## src/rtl/assert_macros.svh

```systemverilog
// Assertion macros shared by the RTL
`ifndef ASSERT_MACROS_SVH
`define ASSERT_MACROS_SVH

// Implication checked on every clock edge outside reset
`define ASSERT_IMPL(label, clk, rst_n, ante, cons, msg) \
  label: assert property (@(posedge clk) disable iff (!rst_n) (ante) |-> (cons)) \
    else $error(msg);

// Next-cycle implication checked on every clock edge outside reset
`define ASSERT_NEXT(label, clk, rst_n, ante, cons, msg) \
  label: assert property (@(posedge clk) disable iff (!rst_n) (ante) |=> (cons)) \
    else $error(msg);

`endif

```

## src/rtl/lcg48_pkg.sv

```systemverilog
package lcg48_pkg;

  localparam int unsigned StateWidth  = 48;
  localparam int unsigned RedrawLimit = 64;
  localparam int unsigned TryWidth    = $clog2(RedrawLimit + 1);

  localparam logic [StateWidth-1:0] MultReset = 48'd25214903917;
  localparam logic [StateWidth-1:0] IncrReset = 48'd11;

  typedef enum logic [2:0] {
    ActReseed = 3'd0,
    ActBits   = 3'd1,
    ActLong   = 3'd2,
    ActFrac   = 3'd3,
    ActBound  = 3'd4
  } action_e;

  typedef enum logic [0:0] {
    CfgMult = 1'b0,
    CfgIncr = 1'b1
  } cfg_idx_e;

  typedef enum logic [3:0] {
    StIdle,
    StStep,
    StStepWait,
    StDraw,
    StDivStart,
    StDivWait,
    StCheck,
    StDone
  } state_e;

  typedef struct packed {
    logic start;
  } unit_ctl_t;

endpackage

```

## src/rtl/lcg48_mul_unit.sv

```systemverilog
module lcg48_mul_unit (
  input  logic                                 clk_i,
  input  logic                                 rst_ni,
  input  lcg48_pkg::unit_ctl_t                 ctl_i,
  input  logic [lcg48_pkg::StateWidth-1:0]     state_i,
  input  logic [lcg48_pkg::StateWidth-1:0]     mult_i,
  input  logic [lcg48_pkg::StateWidth-1:0]     incr_i,
  output logic                                 busy_o,
  output logic [lcg48_pkg::StateWidth-1:0]     result_o
);
  import lcg48_pkg::*;

  localparam int unsigned Digit  = 16;
  localparam int unsigned NDig   = StateWidth / Digit;
  localparam int unsigned CntW   = $clog2(NDig + 1);

  logic [StateWidth-1:0] acc_q, acc_d;
  logic [StateWidth-1:0] mcand_q, mcand_d;
  logic [StateWidth-1:0] mplier_q, mplier_d;
  logic [CntW-1:0]       cnt_q, cnt_d;
  logic                  busy_q, busy_d;
  logic [StateWidth+Digit-1:0] prod;

  assign prod = mcand_q * mplier_q[Digit-1:0];

  always_comb begin
    acc_d    = acc_q;
    mcand_d  = mcand_q;
    mplier_d = mplier_q;
    cnt_d    = cnt_q;
    busy_d   = busy_q;
    if (ctl_i.start) begin
      acc_d    = incr_i;
      mcand_d  = state_i;
      mplier_d = mult_i;
      cnt_d    = CntW'(NDig);
      busy_d   = 1'b1;
    end else if (busy_q) begin
      acc_d    = acc_q + prod[StateWidth-1:0];
      mcand_d  = mcand_q << Digit;
      mplier_d = mplier_q >> Digit;
      cnt_d    = cnt_q - 1'b1;
      busy_d   = (cnt_q != CntW'(1));
    end
  end

  always_ff @(posedge clk_i or negedge rst_ni) begin
    if (!rst_ni) begin
      busy_q <= 1'b0;
      cnt_q  <= '0;
    end else begin
      busy_q <= busy_d;
      cnt_q  <= cnt_d;
    end
  end

  always_ff @(posedge clk_i) begin
    acc_q    <= acc_d;
    mcand_q  <= mcand_d;
    mplier_q <= mplier_d;
  end

  assign busy_o   = busy_q;
  assign result_o = acc_q;

  `include "assert_macros.svh"
  `ASSERT_IMPL(a_cnt_idle, clk_i, rst_ni, !busy_q, cnt_q == '0, "mul count not zero when idle")
  `ASSERT_NEXT(a_start_busy, clk_i, rst_ni, ctl_i.start, busy_q, "mul did not start")
  `ASSERT_IMPL(a_no_restart, clk_i, rst_ni, busy_q, !ctl_i.start, "mul restarted while busy")
endmodule

```

## config.mk

```make
export PLATFORM = sky130hd
export DESIGN_NAME = lcg48_mul_unit
export DESIGN_NICKNAME = d
export VERILOG_FILES = /design/src/rtl/lcg48_pkg.sv /design/src/rtl/lcg48_mul_unit.sv
export VERILOG_INCLUDE_DIRS = /design/src /design/src/rtl
export SDC_FILE = /design/constraint.sdc
export NUM_CORES = 2
export LEC_CHECK = 0
export BUFFER_PORTS_ARGS = -buffer_cell sky130_fd_sc_hd__buf_2
export CAP_MARGIN = 20
export CORE_MARGIN = 2
export CORE_UTILIZATION = 50
export DETAILED_ROUTE_END_ITERATION = 6
export MAX_ROUTING_LAYER = met4
export PLACE_DENSITY = 0.69
export SYNTH_ARGS = -nofsm -noshare
export SYNTH_HDL_FRONTEND = slang
export SYNTH_SLANG_ARGS = --single-unit
export TNS_END_PERCENT = 1
```

## constraint.sdc

```tcl
create_clock -name clk_i -period 17.2 [get_ports clk_i]
set_input_delay 3.44 -clock clk_i [delete_from_list [all_inputs] [get_ports clk_i]]
set_output_delay 3.44 -clock clk_i [all_outputs]
set_load 0.005 [all_outputs]
```

Word-level counts from Yosys, hierarchy flattened
Cells that the tools add are included.

Flip-flop bits (word level): 147. Logic and storage cells: 20. Output and inout bits: 49. Input port bits: 147.

Eq/ne operators: 1. Add/subtract/negate cells: 2. Reductions and logical operators: 1. Multiplexer cells: 10. $mul: 1.

Operators by type and width (number): two-way mux 48 bit (6); adder 48 bit (1); multiplier 48 x 16 -> 48 bit (1); two-way mux 2 bit (2); two-way mux 1 bit (2); inequality test 2 x 1 -> 1 bit, second input constant (1); nonzero test 2 bit (1); subtractor 2 x 1 -> 2 bit, second input constant (1).

Depth between registers and ports, before layout
Word-level depth: 4. Gate-level depth with buffers: 25. Depth with buffers taken out: 23.

Worst setup path after synthesis
No wires, ideal clock.

Path kind: input -> register. Start point: input ctl_i. End point: register mcand_q[0], enable pin. Arrival time: 7.242 ns. Setup time: 0.509 ns. Stages on the path: 4. Data required time: 16.691 ns. Slack: 9.449 ns. Path through: clkbuf_1 > clkbuf_1 > clkinv_1 > nand2_1.

Cells in the longest elaborated chain, start to end: 1.

RTL lines: start, declared (line lcg48_mul_unit.sv:4) `input lcg48_pkg::unit_ctl_t ctl_i,`; nonzero test 2 bit (no line); end signal, assigned (line lcg48_mul_unit.sv:59) `mcand_q <= mcand_d;`; end, declared (line lcg48_mul_unit.sv:18) `logic [StateWidth-1:0] mcand_q, mcand_d;`.

No other way between the ends. A chain may end at the register's enable or synchronous reset.

Final worst setup path
Start point: register mcand_q[12]. End point: register acc_q[40], in the netlist result_o[40] (data pin).

Cells in the longest elaborated chain, start to end: 4.

RTL lines: multiplier 48 x 16 -> 48 bit (line lcg48_mul_unit.sv:24) `assign prod = mcand_q * mplier_q[Digit-1:0];`; adder 48 bit (line lcg48_mul_unit.sv:39) `acc_d = acc_q + prod[StateWidth-1:0];`; two-way mux 48 bit (line lcg48_mul_unit.sv:38) `end else if (busy_q) begin`; two-way mux 48 bit (line lcg48_mul_unit.sv:32) `if (ctl_i.start) begin`; net acc_d[40] (line lcg48_mul_unit.sv:17) `logic [StateWidth-1:0] acc_q, acc_d;`; end signal, assigned (line lcg48_mul_unit.sv:58) `acc_q <= acc_d;`; end, declared (line lcg48_mul_unit.sv:17).

The timed path passes the listed nets, and every way through them passes these cells. The select of a mux whose other input is x is not followed.

==> results_dict.tcl <==
set metrics [dict create \
    status "completed" \
    fin_tns_setup_ps 0 \
    cts_resized 0 \
    critPathLaunchType "flop" \
    hold_viol_final 0 \
    ys_warn_count 0 \
    grt-ovfl-total 0 \
    syn_inst 2877 \
    grt_max_degree 73 \
    pin_count 196 \
    vias_per_cell 5.37 \
    synth_top_area_cell "fa_1" \
    ctsHoldBuffers 0 \
    coreArea_um2 52900 \
    drtPass1Iterations 6 \
    ant_nets 0 \
    critPathSlowestCell "a2111oi_0" \
    yosysTopAreaCellShare_pct 42.8 \
    rsz0062_at_grt "false" \
    gp_congestion 0.895 \
    required_ps 17400 \
    final_area_um2 29000 \
    crit_type "flop to flop" \
    root_buffer "clkbuf_16" \
    grt_pass1_vias 22100 \
    cts_buffer_depth 2 \
    wl_mm 73.4 \
    hold_path_depth 1 \
    synth.area.top_cells "fa_1 (43%), edfxtp_1 (16%), inv_1 (10%), nand2_1 (7.0%), and2_1 (5.8%)" \
    clk_latency_ps 510 \
    critical_path.most_common_cell "fa_1" \
    crit_path_end_kind "flop" \
    period_needed_ps 8610 \
    cp_slowest_stage_delay_ps 990 \
    crit_arrival_ps 8810 \
    numClockSinks 147 \
    antenna_found_initial 10 \
    maxClockFrequency_ghz 0.116 \
    clock_skew_ps 31.1 \
    grt_pass1_wl_mm 119 \
    placementRows 84 \
    maxSlewViolCount 0 \
    die_area_um2 55600 \
    area_growth_pct 8.05 \
    clkTransAtPathRegs_ps 90 \
    whs_ps 549 \
    rr_endpoint "result_o[40]" \
    worst_slew_pin_slew_ps 1060 \
    floorplan.initialDensity_pct 50.8 \
    critical_path.cell_chain "nand2_1 -> fa_1 -> inv_1 -> fa_1 -> fa_1 -> fa_1 -> fa_1 -> inv_1 -> fa_1 -> inv_1 -> ha_1 -> a21oi_1 -> o21ai_0 -> a2111oi_0 -> o32ai_1 -> a21oi_1 -> o31ai_1 -> a221oi_1 -> xor2_1 -> o21ai_0" \
    yosys_register_bits 147 \
    postPlaceCellArea_um2 28400 \
    hp-class "flop to flop" \
    synthArstFlopShare_pct 2.04 \
    synth_cell_types 61 \
    wl_per_cell_um 19.9 \
    via_count 19800 \
    layout-drive-gt1-share_pct 11.2 \
    r2r_slack_ps 8590 \
    post_cts_buffers 0 \
    min_period_over_period_pct 50.1 \
    drc 0 \
    hp-start "mplier_q[19]" \
    synthTopCellsByCount "inv_1 (750), fa_1 (574), nand2_1 (504)" \
    cap_violations 0 \
    seq_area_frac_synth_pct 16.4 \
    drtIter0Drc 1589 \
    synth_fp_nets 3683 \
    cts_buffers 17 \
    fin_nets 3782 \
    globalRouteTotalUtil_pct 28.7 \
    ff2ff_path_depth 20 \
    fp.dieH_um 236 \
    synth-edff-count 144 \
    min_to "mplier_q[3]" \
    synth_area_per_cell_um2 9.34 \
    cts_tree "yes" \
    ys.flop_type "edfxtp_1" \
    cp_max_fo 17 \
    rr_startpoint "mcand_q[12]" \
    die_w_um 236 \
    yosysMostFrequentCell "inv_1" \
    h-tree-depth 4 \
    hpwlAfterDp_mm 56.2 \
    setup_viol 0 \
    io_buffers 195 \
    relSlewSlack_pct 27.2 \
    syn_area_um2 26900 \
]
==> logic make-up after synthesis <==
family                     after synthesis  share of synthesized area [%]
AOI/OAI and AO/OA                      193                           4.60
xor gates and xnor gates                70                           2.28
adders and majority gates              659                           46.7
buffers and inverters                  901                           12.6
DFF                                    147                           16.4
muxes                                   69                           2.89
and+or+nand+nor                        838                           14.5
==> registers in the layout, summed over array words and instances (netlist names) <==
register and flops:
mplier_q 48, cnt_q 2, busy_o 1, mcand_q 48, result_o 48
==> cell usage in the layout (no fill, tap or decap), types with 13 or more instances in the layout <==
cell       count
inv_1        750
fa_1         574
nand2_1      503
and2_1       249
buf_2        194
edfxtp_1     144
ha_1          85
mux2_2        68
o21ai_0       59
xnor2_1       45
a21oi_1       41
buf_4         35
nor2_1        28
xor2_1        25
a21o_1        23
clkbuf_16     17
nor3_1        13
==> through the flow <==
| stage | setup slack [ps] | cells | utilization [%] |
|---|---|---|---|
| global placement | 8910 | 3644 | 53.7 |
| finish | 8590 | 3688 | 54.9 |
| CTS | 8710 | 3677 | 54.9 |
| detailed placement | 8770 | 3645 | 53.7 |
| floorplan | 9450 | 2877 | - |
| global route | 8400 | 3687 | 54.9 |
==> critical path: cells and delay by family, from the launching register on <==
kind | cells | cell delay, ps
xor gates and xnor gates | 1 | 180
buffers and inverters | 3 | 150
DFF | 1 | 930
and+or+nand+nor | 1 | 190
AOI/OAI and AO/OA | 8 | 3400
adders and majority gates | 7 | 3450
==> routing by layer <==
metal	GRT usage (%)	wire (um)	share of wire [%]	vias to the layer above
li1	-	-	-	8620
met1	36.3	29200	40	10100
met2	46.0	35400	48	961
met3	6.45	6510	8.9	158
met4	9.82	2280	3.1	0
met5	-	0	0	-
==> worst max-delay path by stage <==
| stage | startpoint | endpoint | cells after the start |
|---|---|---|---|
| 2_1_floorplan | ctl_i | mcand_q[0] | 4 |
| 3_3_place_gp | mcand_q[15] | result_o[40] | 20 |
| 3_5_place_dp | mcand_q[15] | result_o[40] | 20 |
| 4_1_cts | mcand_q[12] | result_o[40] | 20 |
| 5_1_grt | mcand_q[12] | result_o[40] | 20 |
| 6_report | mcand_q[12] | result_o[40] | 20 |
==> layout make-up <==
class | count | area [um2]
antenna | 11 | 27.5
clock buffer | 17 | 425
clock inverter | 15 | 164
fill | 4660 | 23800
inverter | 751 | 2820
multi-input combinational | 1829 | 19100
sequential | 147 | 4400
tap | 688 | 861
timing repair buffer | 230 | 1240
Power is left out: the tool's default activity adds up to more than one toggle a clock period on the data nets, which glitch-free logic cannot reach.
