`src/rtl/assert_macros.svh`:
```
// Assertion macros shared by the RTL
`ifndef ASSERT_MACROS_SVH
`define ASSERT_MACROS_SVH

// Implication checked on every clock edge outside reset
`define ASSERT_IMPL(label, clk, rst_n, ante, cons, msg) \
  label: assert property (@(posedge clk) disable iff (!rst_n) (ante) |-> (cons)) \
    else $error(msg);

// Next-cycle implication checked on every clock edge outside reset
`define ASSERT_NEXT(label, clk, rst_n, ante, cons, msg) \
  label: assert property (@(posedge clk) disable iff (!rst_n) (ante) |=> (cons)) \
    else $error(msg);

`endif

```
`src/rtl/lcg48_pkg.sv`:
```
package lcg48_pkg;

  localparam int unsigned StateWidth  = 48;
  localparam int unsigned RedrawLimit = 64;
  localparam int unsigned TryWidth    = $clog2(RedrawLimit + 1);

  localparam logic [StateWidth-1:0] MultReset = 48'd25214903917;
  localparam logic [StateWidth-1:0] IncrReset = 48'd11;

  typedef enum logic [2:0] {
    ActReseed = 3'd0,
    ActBits   = 3'd1,
    ActLong   = 3'd2,
    ActFrac   = 3'd3,
    ActBound  = 3'd4
  } action_e;

  typedef enum logic [0:0] {
    CfgMult = 1'b0,
    CfgIncr = 1'b1
  } cfg_idx_e;

  typedef enum logic [3:0] {
    StIdle,
    StStep,
    StStepWait,
    StDraw,
    StDivStart,
    StDivWait,
    StCheck,
    StDone
  } state_e;

  typedef struct packed {
    logic start;
  } unit_ctl_t;

endpackage

```
`src/rtl/lcg48_div_unit.sv`:
```
module lcg48_div_unit (
  input  logic                 clk_i,
  input  logic                 rst_ni,
  input  lcg48_pkg::unit_ctl_t ctl_i,
  input  logic [31:0]          dividend_i,
  input  logic [31:0]          divisor_i,
  output logic                 busy_o,
  output logic [31:0]          rem_o
);
  import lcg48_pkg::*;

  logic [31:0] rem_q, rem_d;
  logic [31:0] quo_q, quo_d;
  logic [31:0] dvs_q, dvs_d;
  logic [5:0]  cnt_q, cnt_d;
  logic        busy_q, busy_d;
  logic [32:0] trial;
  logic [32:0] shifted;

  assign shifted = {rem_q, quo_q[31]};
  assign trial   = shifted - {1'b0, dvs_q};

  always_comb begin
    rem_d  = rem_q;
    quo_d  = quo_q;
    dvs_d  = dvs_q;
    cnt_d  = cnt_q;
    busy_d = busy_q;
    if (ctl_i.start) begin
      rem_d  = '0;
      quo_d  = dividend_i;
      dvs_d  = divisor_i;
      cnt_d  = 6'd32;
      busy_d = 1'b1;
    end else if (busy_q) begin
      quo_d  = {quo_q[30:0], 1'b0};
      rem_d  = trial[32] ? shifted[31:0] : trial[31:0];
      cnt_d  = cnt_q - 1'b1;
      busy_d = (cnt_q != 6'd1);
    end
  end

  always_ff @(posedge clk_i or negedge rst_ni) begin
    if (!rst_ni) begin
      busy_q <= 1'b0;
      cnt_q  <= '0;
    end else begin
      busy_q <= busy_d;
      cnt_q  <= cnt_d;
    end
  end

  always_ff @(posedge clk_i) begin
    rem_q <= rem_d;
    quo_q <= quo_d;
    dvs_q <= dvs_d;
  end

  assign busy_o = busy_q;
  assign rem_o  = rem_q;

  `include "assert_macros.svh"
  `ASSERT_IMPL(a_div_rem_lt, clk_i, rst_ni, busy_q && dvs_q != '0, rem_q < dvs_q,
               "partial remainder not below divisor")
  `ASSERT_IMPL(a_div_idle, clk_i, rst_ni, !busy_q, cnt_q == '0, "div count not zero when idle")
endmodule

```
`config.mk`:
```
export PLATFORM = sky130hd
export DESIGN_NAME = lcg48_div_unit
export DESIGN_NICKNAME = d
export VERILOG_FILES = /design/src/rtl/lcg48_pkg.sv /design/src/rtl/lcg48_div_unit.sv
export VERILOG_INCLUDE_DIRS = /design/src /design/src/rtl
export SDC_FILE = /design/constraint.sdc
export NUM_CORES = 1
export LEC_CHECK = 0
export BUFFER_PORTS_ARGS = -buffer_cell sky130_fd_sc_hd__buf_2
export CORE_MARGIN = 2
export CORE_UTILIZATION = 57
export DETAILED_ROUTE_END_ITERATION = 10
export PLACE_DENSITY = 0.81
export SYNTH_ARGS = -nofsm -noshare
export SYNTH_HDL_FRONTEND = slang
export SYNTH_SLANG_ARGS = --single-unit
export TNS_END_PERCENT = 30
```
`constraint.sdc`:
```
create_clock -name clk_i -period 4.3 [get_ports clk_i]
set_clock_uncertainty 0.2 [all_clocks]
set_input_delay 0.86 -clock clk_i [delete_from_list [all_inputs] [get_ports clk_i]]
set_output_delay 0.86 -clock clk_i [all_outputs]
set_load 0.02 [all_outputs]
```
Word-level counts from Yosys, hierarchy flattened
Cells that the tools add are included.

Bits in registers: 103. Bits of input ports: 67. Latch bits: 0. Output and inout bits: 33. Bits in writable memories: 0. Memories kept: 0. Word-level logic and storage cells: 16. Bits in read-only memories: 0.

Equality and inequality tests: 1. Magnitude comparators: 0. Multiplexer cells: 7. $mul: 0. Shifts and indexed selects: 0. Reductions and logical operators: 1. Div/mod/pow operators: 0. Add/subtract/negate cells: 2. Bitwise operators: 0.

Operator list (count): two-way mux 32 bit (3); subtractor 33 x 32 -> 33 bit (1); two-way mux 6 bit (2); inequality test 6 x 1 -> 1 bit, second input constant (1); subtractor 6 x 1 -> 6 bit, second input constant (1); two-way mux 1 bit (2); nonzero test 2 bit (1).

Depth between registers and ports, before layout
Word-level depth: 3. Gate-level depth with buffers: 13. Gate-level depth less buffers: 12.

Least setup slack after synthesis
No wires, ideal clock.

Kind: reg-to-reg. Start point: register rem_q[0], in the netlist rem_o[0]. End point: register rem_q[29], in the netlist rem_o[29]. Setup slack: 1.049 ns. Stages on the path, launching flop included: 13. Data required time: 3.980 ns. Arrival: 2.931 ns. Period minus slack after synthesis: 3.251 ns. Setup time: 0.120 ns. Path buffers: 1. Cell sequence: dfxtp_1 > inv_1 > fa_1 > nand2b_1 > a21oi_1 > o21ba_4 > o21ai_4 > a2111oi_4 > o31ai_4 > a21oi_2 > buf_2 > nor4_1 > a211o_1.

Word-level cells in the longest chain between the ends: 2.

RTL lines: start: declaration (line lcg48_div_unit.sv:12) `logic [31:0] rem_q, rem_d;`; start signal: assignment (line lcg48_div_unit.sv:54) `rem_q <= rem_d;`; subtractor 33 x 32 -> 33 bit (line lcg48_div_unit.sv:21) `assign trial = shifted - {1'b0, dvs_q};`; two-way mux 32 bit (line lcg48_div_unit.sv:37) `rem_d = trial[32] ? shifted[31:0] : trial[31:0];`.

Every way passes these cells. A chain may end at the register's enable or synchronous reset.

Worst setup path in the final report
Start point: register quo_q[31]. End point: register rem_q[20], in the netlist rem_o[20].

Word-level cells in the longest chain between the ends: 2.

RTL lines: start: declaration (line lcg48_div_unit.sv:13) `logic [31:0] quo_q, quo_d;`; start signal: assignment (line lcg48_div_unit.sv:55) `quo_q <= quo_d;`; subtractor 33 x 32 -> 33 bit (line lcg48_div_unit.sv:21); two-way mux 32 bit (line lcg48_div_unit.sv:37).

Every way passes these cells.

==> impl_summary.txt <==
----------------------------------------------------
[Power and ir drop]
  Clock share of power ... 17.0%
  Share of total power consumed by net switching ... 38.6%
  Share of total power in combinational logic ... 41.3%
  Internal Pwr Total ... ~2000 uW
  Peak supply drop ... ~280 uV
  Sw Pwr ... about 1200 uW
  Leakage ... 0.00292 uW
  Seq pwr share ... between 40% and 50%
  Power Dens Cells ... 474 nW/um^2

[Global route]
  Global-route wire length before repair ... 22.3 mm
  Vias in the first global route ... 4,775
  Global Route Usage Sum ... 24.6%
  Initial antenna violation count ... 0
  GR Overflow Total ... 0
  Largest net degree at the start of global routing ... 44

[Floorplan]
  Core region area ... 10,300 sq um
  Chip width ... 107 um
  # rows ... 37
  Count of boundary I/O pins ... 100
  Floorplan die height ... 107 um
  Effective utilization at floorplan ... 58.9%
  Die footprint ... 11,500 sq um

[Logic synthesis]
  Number of nets in the synthesized netlist ... 697
  Share of synthesized area occupied by flip-flops and latches ... 45.0%
  Cell taking the most area after synthesis ... sky130_fd_sc_hd__edfxtp_1
  Yosys top cell area share ... 31.6%
  Most frequently used flop master after synthesis ... sky130_fd_sc_hd__edfxtp_1
  Post-synth EDFFs ... 64
  Synthesized area per cell ... just over 10 sq um
  Most frequent cells after synthesis ... 64 x sky130_fd_sc_hd__edfxtp_1, 55 x sky130_fd_sc_hd__nor2_1, 44 x sky130_fd_sc_hd__inv_1
  Number of synthesis warnings ... 0
  Unique masters post-synth ... 61
  Mapped Cells ... 595
  Post-synthesis instance area ... 6080 sq um
  Dominant cells by area after synthesis ... sky130_fd_sc_hd__edfxtp_1 32%, sky130_fd_sc_hd__dfxtp_1 11%, sky130_fd_sc_hd__ha_1 7.0%
  Most instantiated library cell after synthesis ... sky130_fd_sc_hd__edfxtp_1
  Number of storage elements in the synthesis netlist ... 103
  Ys async rst share ... 6.80%

[Place]
  DP Area ... approximately 6700 sq um
  DPL Wire Length ... 9.77 mm
  Placed cells ... 807
  Routability cong. ... ~0.96
  Port Buffer Count ... 99

[Timing]
  Time the worst path needs with I/O delays and setup ... around 3.8 ns
  Setup repair after global routing missed its margin ... no
  Tightest hold margin ... around 0.083 ns
  Number of endpoints failing setup at the final stage ... 0
  Crit share post-route ... 87.5%
  Tightest Pin Transition ... roughly 0.9 ns
  Maximum clock frequency ... 0.266 GHz
  Worst-case headroom to the max-slew limit ... 38.3%
  Final TNS setup ... 0 ns
  Final max-slew violation count ... 0
  Endpoints failing hold ... 0

[Critical path]
  Most numerous cell on the critical path ... sky130_fd_sc_hd__o21ai_4
  Worst path cell trace ... inv_1 > ha_1 > fa_1 > nand2b_1 > a21oi_1 > o21ba_4 > o21ai_4 > a2111oi_4 > o31a_4 > o21ai_4 > a211o_1 > a311oi_1
  Crit path launch type ... flip-flop
  Biggest fanout along the worst timing path ... 32
  CP arrival ... 3.86 ns
  Critical path data required time ... between 4 and 5 ns
  Number of buffer and inverter instances along the worst setup path ... 1
  Cell family with most CP delay ... compound AO/OA/AOI/OAI gates
  Critical-path top delay cell ... sky130_fd_sc_hd__a2111oi_4
  Classification of the worst setup path ... flip-flop to flip-flop
  Peak per-stage delay on the critical path ... 0.51 ns
  Kind of capture point of the worst setup path ... flip-flop

[Route]
  Pre-Repair DR Iteration Count ... 5
  Ratio of routed vias to standard cells ... 5.86
  Antenna viol nets, final ... 0
  Final wirelength ... approximately 14 mm
  Post-route DRC violation count ... 0
  Total number of vias ... between 4,000 and 5,000
  Count of routing violations after the opening detailed-route iteration ... 387
  Average wire per cell in the routed design ... 16.6 um

[Clocking]
  Total number of clock tree sinks ... 103
  Library cell used as clock root buffer ... sky130_fd_sc_hd__clkbuf_8
  Number of buffers added for setup after CTS ... 0
  Register clock-pin slew on the reported worst setup and hold paths ... about 0.10 ns
  Clock tree from TritonCTS ... yes
  Hold buffers post-CTS ... 0
  Post-cts gate resize count ... 0
  Clock latency on the worst-skew pair ... around 0.4 ns
  Maximum number of buffers from clock root to sink ... 2
  H-tree level count ... 3
  Num CTS Buffers ... 9

[Final layout]
  Final cell count without fillers ... 823
  Seq. cell area ... 2740 sq um
  Proportion of layout cells with a drive suffix above 1 ... approximately 25%
  Fin nets ... 784
  Final core area utilization ... 66.1%
  Area growth syn-to-layout ... 12.1%
  Area used by multi-input combinational logic ... 3030 sq um
  Area of all placed cells without fillers ... 6820 sq um
  Layout filler cell count ... 841
  Ant. Diodes ... 0

[Flow run]
  Number of max-cap violations ... 0

[Worst hold path]
  Type of the most critical hold path ... primary input to async pin

[Outcome]
  Status ... complete, no violations

----------------------------------------------------
placed cells by master, fill, tap and decap left out, types with 10 or more instances in the layout:
cell type,Yosys,final
sky130_fd_sc_hd__a21o_1,10,10
sky130_fd_sc_hd__a21oi_1,35,35
sky130_fd_sc_hd__a311oi_1,20,20
sky130_fd_sc_hd__buf_2,8,98
sky130_fd_sc_hd__dfxtp_1,32,32
sky130_fd_sc_hd__edfxtp_1,64,64
sky130_fd_sc_hd__ha_1,34,34
sky130_fd_sc_hd__inv_1,44,44
sky130_fd_sc_hd__mux2_2,32,32
sky130_fd_sc_hd__nand2_1,29,29
sky130_fd_sc_hd__nand3_1,30,30
sky130_fd_sc_hd__nor2_1,55,55
sky130_fd_sc_hd__o21ai_0,31,31
sky130_fd_sc_hd__xnor2_1,20,20
sky130_fd_sc_hd__xor2_1,10,10
layout make-up:
| type | count | area share, % |
|---|---|---|
| Clock inverter | 5 | 0.495 |
| Clock buffer | 11 | 1.93 |
| Multi-Input combinational cell | 418 | 44.4 |
| Sequential cell | 103 | 40.2 |
| Tap cell | 136 | 2.49 |
| Timing Repair Buffer | 106 | 8.07 |
| Inverter | 44 | 2.42 |
worst reg2reg max path: stages (launching register included):
cell	delay, ns
sky130_fd_sc_hd__edfxtp_1	0.36
sky130_fd_sc_hd__inv_1	0.05
sky130_fd_sc_hd__ha_1	0.23
sky130_fd_sc_hd__fa_1	0.40
sky130_fd_sc_hd__nand2b_1	0.18
sky130_fd_sc_hd__a21oi_1	0.28
sky130_fd_sc_hd__o21ba_4	0.22
sky130_fd_sc_hd__o21ai_4	0.08
sky130_fd_sc_hd__a2111oi_4	0.51
sky130_fd_sc_hd__o31a_4	0.25
sky130_fd_sc_hd__o21ai_4	0.25
sky130_fd_sc_hd__a211o_1	0.39
sky130_fd_sc_hd__a311oi_1	0.27
state kept, by name (all words and copies together) (netlist names):
signal / flops
dvs_q: 32
quo_q: 32
rem_o: 32
cnt_q: 6
busy_o: 1
power by group through the flow:
stage	Clock [uW]	Combinational, uW	Sequential (uW)
after global routing	588	1470	1370
after floorplan	0	951	1410
after global placement	0	1280	1360
final	550	1340	1350
after detailed placement	0	1320	1370
after CTS	568	1330	1350
metrics by stage:
stage               setup WS [ns]  power (uW)
detailed placement          0.585        2690
CTS                         0.516        3240
global route                0.358        3420
global placement            0.754        2640
floorplan                    1.05        2360
finish                      0.540        3240
worst paths after layout:
| kind | start | end | slack, ns | depth (start not counted) |
|---|---|---|---|---|
| min | rst_ni | cnt_q[2] | 0.08 | 1 |
| max in group asynchronous | rst_ni | busy_o | 3.64 | 1 |
| max reg2reg | quo_q[31] | rem_o[20] | 0.54 | 12 |
| max | quo_q[31] | rem_o[20] | 0.54 | 12 |
| min in group clk_i | rem_o[18] | rem_o[18] | 0.32 | 2 |
| min reg2reg | rem_o[18] | rem_o[18] | 0.32 | 2 |
kinds of logic (layout without fill, tap and decap cells):
| family | Yosys count | after routing | synth area share, % |
|---|---|---|---|
| AO/OA/AOI/OAI | 160 | 160 | 19.6 |
| buffers and inverters | 74 | 166 | 5.18 |
| flip-flops | 103 | 103 | 45.0 |
| adder cells (fa/ha/maj) | 35 | 35 | 7.32 |
| AND/OR/NAND/NOR | 160 | 160 | 12.5 |
| multiplexers | 33 | 33 | 6.09 |
| XOR/XNOR | 30 | 30 | 4.32 |
layer usage:
metal | GRT usage [%] | share of wire [%] | vias up | wire, um
li1 | - | - | 2363 | -
met1 | 30.8 | 43 | 2277 | 5870
met2 | 39.6 | 48 | 162 | 6480
met3 | 8.35 | 7.7 | 24 | 1050
met4 | 8.44 | 1.8 | 0 | 247
met5 | 0 | 0 | - | 0
(Power assumes the default switching activity.)
